### src/rtl/kdsf_pkg.sv
// Shared types, codes and constants for the kinetic drag-scroll controller.
package kdsf_pkg;

    localparam int IN_DATA_W  = 40;
    localparam int OUT_DATA_W = 72;
    localparam int CMD_W      = 2;
    localparam int APB_ADDR_W = 3;
    localparam int APB_DATA_W = 32;

    // register index carried in paddr[2]
    localparam logic REG_DECEL_STEP  = 1'b0;
    localparam logic REG_SPEED_LIMIT = 1'b1;

    localparam logic [7:0]  DECEL_STEP_RST  = 8'd1;
    localparam logic [14:0] SPEED_LIMIT_RST = 15'd64;

    typedef enum logic [CMD_W-1:0] {
        CMD_PRESS   = 2'd0,
        CMD_RELEASE = 2'd1,
        CMD_MOVE    = 2'd2,
        CMD_TICK    = 2'd3
    } t_cmd;

    typedef enum logic [4:0] {
        MODE_IDLE    = 5'b00001,
        MODE_PRESSED = 5'b00010,
        MODE_DRAG    = 5'b00100,
        MODE_COAST   = 5'b01000,
        MODE_STOP    = 5'b10000
    } t_mode;

    localparam logic [2:0] CODE_IDLE    = 3'd0;
    localparam logic [2:0] CODE_PRESSED = 3'd1;
    localparam logic [2:0] CODE_DRAG    = 3'd2;
    localparam logic [2:0] CODE_COAST   = 3'd3;
    localparam logic [2:0] CODE_STOP    = 3'd4;

    typedef struct packed {
        logic [7:0]  decel_step;
        logic [14:0] speed_limit;
    } t_cfg;

    typedef struct packed {
        t_cmd               cmd;
        logic signed [15:0] pos_x;
        logic signed [15:0] pos_y;
        logic               left_only;
    } t_item;

    typedef struct packed {
        t_mode              mode;
        logic signed [15:0] press_x;
        logic signed [15:0] press_y;
        logic [31:0]        grab_x;
        logic [31:0]        grab_y;
        logic signed [15:0] drag_x;
        logic signed [15:0] drag_y;
        logic signed [16:0] speed_x;
        logic signed [16:0] speed_y;
        logic [31:0]        page_x;
        logic [31:0]        page_y;
    } t_state;

    function automatic logic [2:0] mode_code(input t_mode m);
        logic [2:0] c;
        case (m)
            MODE_IDLE:    c = CODE_IDLE;
            MODE_PRESSED: c = CODE_PRESSED;
            MODE_DRAG:    c = CODE_DRAG;
            MODE_COAST:   c = CODE_COAST;
            MODE_STOP:    c = CODE_STOP;
            default:      c = CODE_IDLE;
        endcase
        return c;
    endfunction

endpackage

### src/rtl/kinetic_drag_scroll_fsm.sv
// Top level of the kinetic drag-scroll controller: stream ports, pipeline, state.
// Path: an accepted beat is held in the input register, then in the result register.
// Throughput: one beat per cycle while i_m_tready holds high; the mode and scroll
// state registers loop through next-state logic in kdsf_core, combinational only.
// Reset: synchronous, active low; mode goes idle, all positions and speeds to zero,
// decel_step to 1 and speed_limit to 64; both pipeline stages empty.
module kinetic_drag_scroll_fsm (
    input  logic                                 i_clk,
    input  logic                                 i_rst_n,
    // input stream
    input  logic                                 i_s_tvalid,
    output logic                                 o_s_tready,
    // [15:0] pos_x, [31:16] pos_y, [32] left_only, [39:33] zero
    input  logic [kdsf_pkg::IN_DATA_W-1:0]       i_s_tdata,
    // [1:0] command
    input  logic [kdsf_pkg::CMD_W-1:0]           i_s_tuser,
    // result stream
    output logic                                 o_m_tvalid,
    input  logic                                 i_m_tready,
    // [0] consumed, [1] scroll_written, [33:2] view_x, [65:34] view_y,
    // [68:66] mode_now, [71:69] zero
    output logic [kdsf_pkg::OUT_DATA_W-1:0]      o_m_tdata,
    // configuration
    input  logic                                 psel,
    input  logic                                 penable,
    input  logic                                 pwrite,
    input  logic [kdsf_pkg::APB_ADDR_W-1:0]      paddr,
    input  logic [kdsf_pkg::APB_DATA_W-1:0]      pwdata,
    output logic [kdsf_pkg::APB_DATA_W-1:0]      prdata,
    output logic                                 pready
);

    kdsf_pkg::t_cfg   cfg;
    kdsf_pkg::t_item  r_in;
    logic             r_in_valid;
    kdsf_pkg::t_state r_state;
    kdsf_pkg::t_state n_state;
    logic             n_consumed;
    logic             n_written;
    logic             r_out_valid;
    logic [kdsf_pkg::OUT_DATA_W-1:0] r_out_data;
    logic             s_take;      // input beat taken into stage 1
    logic             step_fire;   // stage 1 item applied to state and result reg

    kdsf_cfg u_cfg (
        .i_clk   (i_clk),
        .i_rst_n (i_rst_n),
        .psel    (psel),
        .penable (penable),
        .pwrite  (pwrite),
        .paddr   (paddr),
        .pwdata  (pwdata),
        .prdata  (prdata),
        .pready  (pready),
        .o_cfg   (cfg)
    );

    kdsf_core u_core (
        .i_item     (r_in),
        .i_state    (r_state),
        .i_cfg      (cfg),
        .o_state    (n_state),
        .o_consumed (n_consumed),
        .o_written  (n_written)
    );

    // result reg frees up when it is empty or its beat leaves this cycle
    assign step_fire  = r_in_valid && (!r_out_valid || i_m_tready);
    assign o_s_tready = !r_in_valid || step_fire;
    assign s_take     = i_s_tvalid && o_s_tready;

    // stage 1: input register
    always_ff @(posedge i_clk) begin
        if (!i_rst_n) begin
            r_in_valid <= 1'b0;
        end else if (o_s_tready) begin
            r_in_valid <= i_s_tvalid;
        end
    end

    always_ff @(posedge i_clk) begin
        if (s_take) begin
            r_in.cmd       <= kdsf_pkg::t_cmd'(i_s_tuser);
            r_in.pos_x     <= i_s_tdata[15:0];
            r_in.pos_y     <= i_s_tdata[31:16];
            r_in.left_only <= i_s_tdata[32];
        end
    end

    // architectural state, updated once per item
    always_ff @(posedge i_clk) begin
        if (!i_rst_n) begin
            r_state.mode    <= kdsf_pkg::MODE_IDLE;
            r_state.press_x <= '0;
            r_state.press_y <= '0;
            r_state.grab_x  <= '0;
            r_state.grab_y  <= '0;
            r_state.drag_x  <= '0;
            r_state.drag_y  <= '0;
            r_state.speed_x <= '0;
            r_state.speed_y <= '0;
            r_state.page_x  <= '0;
            r_state.page_y  <= '0;
        end else if (step_fire) begin
            r_state <= n_state;
        end
    end

    // stage 2: result register
    always_ff @(posedge i_clk) begin
        if (!i_rst_n) begin
            r_out_valid <= 1'b0;
        end else if (step_fire) begin
            r_out_valid <= 1'b1;
        end else if (i_m_tready) begin
            r_out_valid <= 1'b0;
        end
    end

    always_ff @(posedge i_clk) begin
        if (step_fire) begin
            r_out_data <= {3'b000, kdsf_pkg::mode_code(n_state.mode),
                           n_state.page_y, n_state.page_x, n_written, n_consumed};
        end
    end

    assign o_m_tvalid = r_out_valid;
    assign o_m_tdata  = r_out_data;

`ifndef SYNTHESIS
    // scroll only moves on items that report a write
    a_page_only_on_write: assert property (@(posedge i_clk) disable iff (!i_rst_n)
        step_fire && !n_written |-> (n_state.page_x == r_state.page_x)
                                    && (n_state.page_y == r_state.page_y))
        else $error("scroll changed without scroll_written");

    // ticks are never swallowed
    a_tick_not_consumed: assert property (@(posedge i_clk) disable iff (!i_rst_n)
        step_fire && (r_in.cmd == kdsf_pkg::CMD_TICK) |-> !n_consumed)
        else $error("tick reported as consumed");

    // an accepted input beat always lands in stage 1
    a_in_lands: assert property (@(posedge i_clk) disable iff (!i_rst_n)
        s_take |=> r_in_valid)
        else $error("accepted beat lost before stage 1");

    // a coasting tick leaves each speed within the clamp limit
    a_coast_clamped: assert property (@(posedge i_clk) disable iff (!i_rst_n)
        step_fire && (r_in.cmd == kdsf_pkg::CMD_TICK)
        && (r_state.mode == kdsf_pkg::MODE_COAST)
        |-> ($signed({n_state.speed_x[16], n_state.speed_x})
                <= $signed({3'b000, cfg.speed_limit}))
            && ($signed({n_state.speed_x[16], n_state.speed_x})
                >= -$signed({3'b000, cfg.speed_limit}))
            && ($signed({n_state.speed_y[16], n_state.speed_y})
                <= $signed({3'b000, cfg.speed_limit}))
            && ($signed({n_state.speed_y[16], n_state.speed_y})
                >= -$signed({3'b000, cfg.speed_limit})))
        else $error("coast speed exceeds limit");
`endif

endmodule

### src/rtl/kdsf_decay.sv
// Speed component clamp and decay toward zero for one coasting tick.
module kdsf_decay (
    input  logic signed [16:0] i_speed,
    input  kdsf_pkg::t_cfg     i_cfg,
    output logic signed [16:0] o_speed
);

    logic signed [17:0] v;
    logic signed [17:0] lim;
    logic signed [17:0] step;
    logic signed [17:0] clamped;
    logic signed [17:0] dec;

    always_comb begin
        v    = {i_speed[16], i_speed};
        lim  = signed'({3'b000, i_cfg.speed_limit});
        step = signed'({10'b0, i_cfg.decel_step});
        if (v > lim) begin
            clamped = lim;
        end else if (v < -lim) begin
            clamped = -lim;
        end else begin
            clamped = v;
        end
        if (clamped > 18'sd0) begin
            dec = clamped - step;
            if (dec < 18'sd0) dec = '0;
        end else if (clamped < 18'sd0) begin
            dec = clamped + step;
            if (dec > 18'sd0) dec = '0;
        end else begin
            dec = '0;
        end
        o_speed = dec[16:0];
    end

endmodule

### src/rtl/kdsf_cfg.sv
// APB register file: decel step and speed limit.
module kdsf_cfg (
    input  logic                                i_clk,
    input  logic                                i_rst_n,
    input  logic                                psel,
    input  logic                                penable,
    input  logic                                pwrite,
    input  logic [kdsf_pkg::APB_ADDR_W-1:0]     paddr,
    input  logic [kdsf_pkg::APB_DATA_W-1:0]     pwdata,
    output logic [kdsf_pkg::APB_DATA_W-1:0]     prdata,
    output logic                                pready,
    output kdsf_pkg::t_cfg                      o_cfg
);

    kdsf_pkg::t_cfg r_cfg;
    logic           wr_en;

    assign pready = 1'b1;
    assign wr_en  = psel && penable && pwrite && pready;

    always_ff @(posedge i_clk) begin
        if (!i_rst_n) begin
            r_cfg.decel_step  <= kdsf_pkg::DECEL_STEP_RST;
            r_cfg.speed_limit <= kdsf_pkg::SPEED_LIMIT_RST;
        end else if (wr_en) begin
            if (paddr[2] == kdsf_pkg::REG_DECEL_STEP) begin
                r_cfg.decel_step <= pwdata[7:0];
            end else begin
                r_cfg.speed_limit <= pwdata[14:0];
            end
        end
    end

    always_comb begin
        if (paddr[2] == kdsf_pkg::REG_SPEED_LIMIT) begin
            prdata = {17'b0, r_cfg.speed_limit};
        end else begin
            prdata = {24'b0, r_cfg.decel_step};
        end
    end

    assign o_cfg = r_cfg;

endmodule

### src/rtl/kdsf_core.sv
// Next-state and result logic for one item of the drag-scroll controller.
module kdsf_core (
    input  kdsf_pkg::t_item  i_item,
    input  kdsf_pkg::t_state i_state,
    input  kdsf_pkg::t_cfg   i_cfg,
    output kdsf_pkg::t_state o_state,
    output logic             o_consumed,
    output logic             o_written
);

    logic signed [16:0] dec_x;
    logic signed [16:0] dec_y;
    logic signed [16:0] trav_x;
    logic signed [16:0] trav_y;
    logic signed [16:0] tick_sx;
    logic signed [16:0] tick_sy;
    logic               at_press;

    kdsf_decay u_decay_x (.i_speed(i_state.speed_x), .i_cfg(i_cfg), .o_speed(dec_x));
    kdsf_decay u_decay_y (.i_speed(i_state.speed_y), .i_cfg(i_cfg), .o_speed(dec_y));

    assign trav_x   = {i_item.pos_x[15], i_item.pos_x} - {i_state.press_x[15], i_state.press_x};
    assign trav_y   = {i_item.pos_y[15], i_item.pos_y} - {i_state.press_y[15], i_state.press_y};
    assign tick_sx  = {i_item.pos_x[15], i_item.pos_x} - {i_state.drag_x[15], i_state.drag_x};
    assign tick_sy  = {i_item.pos_y[15], i_item.pos_y} - {i_state.drag_y[15], i_state.drag_y};
    assign at_press = (i_item.pos_x == i_state.press_x) && (i_item.pos_y == i_state.press_y);

    always_comb begin
        o_state    = i_state;
        o_consumed = 1'b0;
        o_written  = 1'b0;
        if (i_item.cmd == kdsf_pkg::CMD_TICK) begin
            if (i_state.mode == kdsf_pkg::MODE_DRAG) begin
                o_state.speed_x = tick_sx;
                o_state.speed_y = tick_sy;
                o_state.drag_x  = i_item.pos_x;
                o_state.drag_y  = i_item.pos_y;
            end else if (i_state.mode == kdsf_pkg::MODE_COAST) begin
                o_state.speed_x = dec_x;
                o_state.speed_y = dec_y;
                o_state.page_x  = i_state.page_x - {{15{dec_x[16]}}, dec_x};
                o_state.page_y  = i_state.page_y - {{15{dec_y[16]}}, dec_y};
                o_written       = 1'b1;
                if (dec_x == 17'sd0 && dec_y == 17'sd0) o_state.mode = kdsf_pkg::MODE_IDLE;
            end
        end else if (at_press) begin
            // pointer event at the stored press point drops back to idle
            o_state.mode = kdsf_pkg::MODE_IDLE;
        end else begin
            case (i_state.mode)
                kdsf_pkg::MODE_IDLE: begin
                    if (i_item.cmd == kdsf_pkg::CMD_PRESS && i_item.left_only) begin
                        o_state.mode    = kdsf_pkg::MODE_PRESSED;
                        o_state.press_x = i_item.pos_x;
                        o_state.press_y = i_item.pos_y;
                        o_state.grab_x  = i_state.page_x;
                        o_state.grab_y  = i_state.page_y;
                    end
                end
                kdsf_pkg::MODE_PRESSED: begin
                    if (i_item.cmd == kdsf_pkg::CMD_RELEASE) begin
                        o_consumed   = 1'b1;
                        o_state.mode = kdsf_pkg::MODE_IDLE;
                    end else if (i_item.cmd == kdsf_pkg::CMD_MOVE) begin
                        o_consumed     = 1'b1;
                        o_state.mode   = kdsf_pkg::MODE_DRAG;
                        o_state.drag_x = i_item.pos_x;
                        o_state.drag_y = i_item.pos_y;
                    end
                end
                kdsf_pkg::MODE_DRAG: begin
                    if (i_item.cmd == kdsf_pkg::CMD_MOVE) begin
                        o_consumed     = 1'b1;
                        o_state.page_x = i_state.grab_x - {{15{trav_x[16]}}, trav_x};
                        o_state.page_y = i_state.grab_y - {{15{trav_y[16]}}, trav_y};
                        o_written      = 1'b1;
                    end else if (i_item.cmd == kdsf_pkg::CMD_RELEASE) begin
                        o_consumed   = 1'b1;
                        o_state.mode = kdsf_pkg::MODE_COAST;
                    end
                end
                kdsf_pkg::MODE_COAST: begin
                    if (i_item.cmd == kdsf_pkg::CMD_PRESS) begin
                        o_consumed      = 1'b1;
                        o_state.grab_x  = i_state.page_x;
                        o_state.grab_y  = i_state.page_y;
                        o_state.mode    = kdsf_pkg::MODE_STOP;
                        o_state.speed_x = '0;
                        o_state.speed_y = '0;
                    end else if (i_item.cmd == kdsf_pkg::CMD_RELEASE) begin
                        o_consumed      = 1'b1;
                        o_state.mode    = kdsf_pkg::MODE_IDLE;
                        o_state.speed_x = '0;
                        o_state.speed_y = '0;
                    end
                end
                kdsf_pkg::MODE_STOP: begin
                    if (i_item.cmd == kdsf_pkg::CMD_RELEASE) begin
                        o_consumed   = 1'b1;
                        o_state.mode = kdsf_pkg::MODE_IDLE;
                    end else if (i_item.cmd == kdsf_pkg::CMD_MOVE) begin
                        // back to dragging, scroll restored to the grab point
                        o_state.mode   = kdsf_pkg::MODE_DRAG;
                        o_state.page_x = i_state.grab_x;
                        o_state.page_y = i_state.grab_y;
                        o_written      = 1'b1;
                    end
                end
                default: begin
                    o_state.mode = kdsf_pkg::MODE_IDLE;
                end
            endcase
        end
    end

endmodule

### config.mk
export PLATFORM = sky130hd
export DESIGN_NAME = kinetic_drag_scroll_fsm
export DESIGN_NICKNAME = d
export VERILOG_FILES = /design/src/rtl/kdsf_pkg.sv /design/src/rtl/kinetic_drag_scroll_fsm.sv /design/src/rtl/kdsf_decay.sv /design/src/rtl/kdsf_cfg.sv /design/src/rtl/kdsf_core.sv
export SDC_FILE = /design/constraint.sdc
export NUM_CORES = 2
export LEC_CHECK = 0
export BUFFER_PORTS_ARGS = -buffer_cell sky130_fd_sc_hd__clkbuf_2
export CAP_MARGIN = 10
export CORE_MARGIN = 5
export CORE_UTILIZATION = 40
export DETAILED_ROUTE_END_ITERATION = 10
export SKIP_LAST_GASP = 1
export SLEW_MARGIN = 40
export SYNTH_ARGS = -nofsm -noshare
export SYNTH_HDL_FRONTEND = slang
export SYNTH_SLANG_ARGS = --single-unit
### constraint.sdc
create_clock -name i_clk -period 13 [get_ports i_clk]
set_clock_uncertainty 0.05 [all_clocks]
set_input_delay 2.6 -clock i_clk [delete_from_list [all_inputs] [get_ports i_clk]]
set_output_delay 2.6 -clock i_clk [all_outputs]
set_load 0.01 [all_outputs]
Word-level counts from Yosys, hierarchy flattened. Cells that the tools add are included.

Bitwise operators: 3. Muxes and demuxes: 59. Magnitude comparators: 12. Add/subtract/negate cells: 13. Reductions and logical operators: 29. Eq/ne operators: 19.

Operator list (number): 64-bit 2-to-1 mux (5); 130-bit 2-to-1 mux (2); 64-bit case mux with 2 select lines (2); 17-bit 2-to-1 mux (8); 34-bit 2-to-1 mux (4); 32-bit 2-to-1 mux (4); 32-bit subtractor (4); 101-bit 2-to-1 mux (1); 98-bit 2-to-1 mux (1); 18-bit by 1-bit greater-than comparator with 1-bit output (second input constant) (4); 18-bit by 1-bit less-than comparator with 1-bit output (second input constant) (4); 18-bit 2-to-1 mux (4); 16-bit by 16-bit subtractor with 17-bit output (4); 5-bit 2-to-1 mux (11); 18-bit by 9-bit adder with 18-bit output (2); 17-bit by 18-bit less-than comparator with 1-bit output (2); 18-bit by 9-bit subtractor with 18-bit output (2); 17-bit by 16-bit greater-than comparator with 1-bit output (2); 17-bit logical NOT (2); 16-bit == test (2); 5-bit case mux with 4 select lines (1); 15-bit negator with 18-bit output (1); 15-bit 2-to-1 mux (1); 1-bit 2-to-1 mux (12); 23 further kinds (50).

Output and inout bits: 107. Word-level logic and storage cells: 156. Register bits after elaboration: 360. Input port bits: 84.

Logic depth before layout (Yosys ltp).
Word-level depth: 17. Depth in mapped cells: 55. Mapped depth without buffers: 52.

Modules after synthesis. From an unflattened synthesis, not the netlist that was laid out.

Cells, all modules: 4121. Area total of the unflattened synthesis: 32770.2 µm².

Modules (own cells, without submodules): kdsf_core (instances 1, area an instance 13135.1 µm², cells an instance 2048, sequential area each 0.0 µm²); kinetic_drag_scroll_fsm (instances 1, area an instance 12533.3 µm², cells an instance 1127, sequential area each 7787.5 µm²); kdsf_decay (u_core.u_decay_x) (instances 1, area an instance 2949.1 µm², cells an instance 416, sequential area each 0.0 µm²); kdsf_decay (u_core.u_decay_y) (instances 1, area an instance 2914.0 µm², cells an instance 398, sequential area each 0.0 µm²); kdsf_cfg (instances 1, area an instance 1238.7 µm², cells an instance 132, sequential area each 460.4 µm²).

Worst setup path before layout. Ideal clock, no wire load.

Path kind: reg-to-reg. Start point: register u_cfg.r_cfg, in the netlist u_cfg.o_cfg[0]. End point: register r_state[31] (netlist name). Library setup time: 0.099 ns. Required time: 12.851 ns. Data arrival time: 10.573 ns. Path slack: 2.278 ns. Buffers on the path: 4. Cell stages (with the launch flop): 53. Clock period less this slack: 10.722 ns. Path through: dfxtp_1 > inv_1 > ha_1 > nor3b_4 > and3_1 > buf_6 > nand3_1 > xnor2_1 > inv_1 > ha_1 > and4_1 > nand2_1 > a221oi_1 > o211a_1 > a21o_4 > o21ai_2 > buf_6 > buf_4 > [17 not listed] > ha_1 > nor2b_1 > o21ai_0 > nand2b_1 > a2111oi_0 > o21a_1 > a21o_1 > o311ai_0 > a31o_2 > o41ai_1 > o21ai_0 > o41a_1 > a211oi_1 > xnor2_1 > a21oi_1 > nor2_1 > mux2_2 > a31oi_1.

Word-level cells in the longest chain between the ends: 13. Elaborated cells on any way between the ends: 19. Those cells by class: add/sub: 4; order compare: 6; mux: 9.

Ends and longest elaborated chain: from (decl) (RTL line kdsf_cfg.sv:15) `kdsf_pkg::t_cfg r_cfg;`; 15-bit negator with 18-bit output (RTL line kdsf_decay.sv:20, kdsf_decay.sv:21); 17-bit by 18-bit less-than comparator with 1-bit output (RTL line kdsf_decay.sv:20) `end else if (v < -lim) begin`; 18-bit 2-to-1 mux (RTL line kdsf_decay.sv:20); 18-bit 2-to-1 mux * (RTL line kdsf_decay.sv:18) `if (v > lim) begin`; 18-bit by 9-bit adder with 18-bit output (RTL line kdsf_decay.sv:29) `dec = clamped + step;`; 18-bit by 1-bit greater-than comparator with 1-bit output (RTL line kdsf_decay.sv:30) `if (dec > 18'sd0) dec = '0;`; 17-bit 2-to-1 mux (RTL line kdsf_decay.sv:30); 17-bit 2-to-1 mux (RTL line kdsf_decay.sv:28) `end else if (clamped < 18'sd0) begin`; 17-bit 2-to-1 mux * (RTL line kdsf_decay.sv:25) `if (clamped > 18'sd0) begin`; 32-bit subtractor * (RTL line kdsf_core.sv:42) `o_state.page_y = i_state.page_y - {{15{dec_y[16]}}, dec_y};`; 98-bit 2-to-1 mux * (RTL line kdsf_core.sv:38) `end else if (i_state.mode == kdsf_pkg::MODE_COAST) begin`; 64-bit 2-to-1 mux * (RTL line kdsf_core.sv:33) `if (i_state.mode == kdsf_pkg::MODE_DRAG) begin`; 130-bit 2-to-1 mux * (RTL line kdsf_core.sv:32) `if (i_item.cmd == kdsf_pkg::CMD_TICK) begin`; to (signal assigned) (RTL line kinetic_drag_scroll_fsm.sv:105) `r_state <= n_state;`; to (decl) (RTL line kinetic_drag_scroll_fsm.sv:36) `kdsf_pkg::t_state r_state;`.

Mark *: on every way between the ends. The rest lies on a longest branch, timed or not. The select of a mux whose other input is x is not followed. A chain may end at the register's enable or synchronous reset.

Final worst setup path.
Start point: register u_cfg.r_cfg, in the netlist u_cfg.o_cfg[1]. End point: register r_state[31] (netlist name).

The elaborated chain is that of the path after synthesis.

==> metrics.cfg <==
[run_status]
status = complete, no violations

[clocking]
cts_resized = 0
cts_buffer_depth = 3
cts_tree = done
clock_sinks = 360
cts_setup_buffers = 0
cts_inserted_buffers = 45
cts_hold_buf = 0
h-tree-depth = 2
clock_latency_ns = 0.61
cts_root_buf = clkbuf_16
clkSlewWorstSetupHoldPaths_ns = 0.06

[drt]
ant_nets = 0
dr.first_iter.drc_count = 2748
dr_total_vias = 29800
detail_route.vias_per_cell = 5.93
drt_wl_total_um = 110000
dr.pass1.iters = 8
wl_per_cell_um = 21.9
drc_errors = 0

[yosys]
synth-edff-count = 104
yosys.area_share.simple = 0.219
synth.area.top_cells = dfxtp_1, ha_1, edfxtp_1, a21oi_1, nand2_1
yosys_warnings = 0
yosysTopAreaCellShare = 0.170
synth_seq_area_share = 0.274
synth_fa_ha_area_frac = 0.125
synth-main-ff-cell = dfxtp_1
yosysTopAreaCell = dfxtp_1
ys_ff_latch = 360
synthArstFlopShare = 0
synth_top_family_by_area = compound AO/OA/AOI/OAI gates
ys_types = 119
synth_xor_area_frac = 0.0497
synth_mux_area_frac = 0.00863
avgSynthCellArea_um2 = 7.79
synth_compound_area_frac = 0.263
syn_inst = 3871
synth_area_um2 = 30200

[floorplan]
rows = 100
initial_core_util = 0.404
core_area_um2 = 74600
die_y_um = 285
die_area_um2 = 81000
io_pins = 191
die_x_um = 285

[grt]
antenna_found_initial = 4
grt_max_degree = 86
grt-ovfl-total = 0
grt_pass1_wl_um = 167000
grt_usage = 0.259
grt_pass1_vias = 27400

[timing]
fmax_mhz = 83.2
setup_total_negative_slack_ns = 0
setup_viol = 0
rsz0062_at_grt = false
slew_violations = 0
tightest_slew_ns = 0.905
timing.final.crit_share = 0.925
period_minus_slack_ns = 12.02
max_slew_margin = 0.394
finalHoldViolCount = 0

[placement]
hpwlAfterDp_um = 82400
port_buffers = 143
place_congestion = 0.979
dpl_cell_area_um2 = 32500

[critical_path]
start_kind = flop
crit_required_ns = 13.48
end_kind = flop
crit_path_max_fanout = 7
criticalPathCategory = flop to flop
cp.arrival_ns = 12.51
crit_slowest_cell = a2111oi_0
cpPeakStageDelay_ns = 0.52

[finish]
fin_area_um2 = 34000
layout-drive-gt1-share = 0.124
syn2layout_area_growth_pct = 12.7
final_cell_mix = nand2_1, a21oi_1, nor2_1
n_antenna_cell = 0
layout_commonest_cell = nand2_1
nets = 4401

[hold_path]
min_path_type = flop to flop

[power_and_ir_drop]
powerDensity_nw_per_um2 = 111
irDropWorstVdd_mv = 0.0990
p_leak_nw = 13.5

[run]
cap_violations = 0

==> routing by layer <==
metal  track usage  vias to the layer above  part of all wire
met1         0.370                    14000              0.45
met5             0                        -                 0
met3        0.0373                      187             0.077
met2         0.403                     1190              0.44
met4        0.0847                        0             0.035
li1              -                    14400                 -
==> cells in the mapped netlist, types with 18 or more instances <==
library cell,instances
nand4_1,31
or3_1,36
xor2_1,41
nor2_1,335
o31ai_1,18
o21ai_0,222
o211ai_1,31
nor3_1,120
xnor2_1,123
nand2b_1,39
and3_1,30
o21a_1,33
buf_4,29
a31oi_1,34
a22oi_1,67
clkbuf_1,158
nand3_1,177
a211oi_1,37
o22ai_1,19
o21bai_1,22
nor2b_1,38
dfxtp_1,256
inv_1,219
a21oi_1,364
a21o_1,67
edfxtp_1,104
nand2_1,461
a22o_1,18
ha_1,283
and2_1,25
a221oi_1,28
==> logic make-up (layout without fill, tap and decap cells) <==
family,after synthesis,count (layout)
AO/OA/AOI/OAI,1186,1186
XOR/XNOR,167,167
adder cells (fa/ha/maj),295,295
buffers and inverters,440,609
flip-flops,360,360
multiplexers,24,24
other,2,21
AND/OR/NAND/NOR,1397,1397
==> worst max-delay path: cells and delay by family, from the launching register on <==
family | cells | cell delay [ns]
AO/OA/AOI/OAI | 25 | 5.77
AND/OR/NAND/NOR | 14 | 2.90
adder cells (fa/ha/maj) | 5 | 1.24
buffers and inverters | 6 | 1.14
flip-flops | 1 | 0.44
multiplexers | 1 | 0.29
XOR/XNOR | 1 | 0.08
==> cell type report <==
type / count / area (um^2)
multi-input cells: 3090 / 20300
inverters: 223 / 850
well taps: 969 / 1210
repair buffers: 302 / 1920
flip-flops and latches: 360 / 8250
clock buffers: 55 / 1170
clock inverters: 29 / 304
fillers: 7458 / 40600
==> final timing paths <==
path / from / to / slack, ns / cells past startpoint
hold / removal: r_state[104] / r_state[104] / 0.40 / 2
hold reg to reg: r_state[104] / r_state[104] / 0.40 / 2
setup / recovery: u_cfg.o_cfg[1] / r_state[31] / 0.98 / 52
setup reg to reg: u_cfg.o_cfg[1] / r_state[31] / 0.98 / 52
==> report_power, final <==
part           switching (mW)  total [mW]  internal, mW
clock                   0.548        1.28         0.730
sequential             0.0349        1.22          1.19
combinational           0.745        1.26         0.514
total                    1.33        3.76          2.43
==> sequential cells by signal, summed over array words and instances (netlist names) <==
name         cells
r_state        231
o_m_tdata       69
r_in            35
u_cfg.o_cfg     23
o_m_tvalid       1
r_in_valid       1
==> per-stage QoR <==
step / cells / total power [mW] / hold WS, ns / utilization / setup WS (ns)
global route: 5028 / 3.95 / 0.421 / 0.456 / 0.250
finish: 5028 / 3.76 / 0.401 / 0.456 / 0.977
detailed placement: 4944 / 2.48 / 0.393 / 0.435 / 1.27
floorplan: 3890 / 2.05 / 0.382 / - / 2.28
global placement: 4944 / 2.47 / 0.389 / 0.435 / 1.26
CTS: 5028 / 3.77 / 0.402 / 0.455 / 1.12
Power figures use the tool's default switching activity.
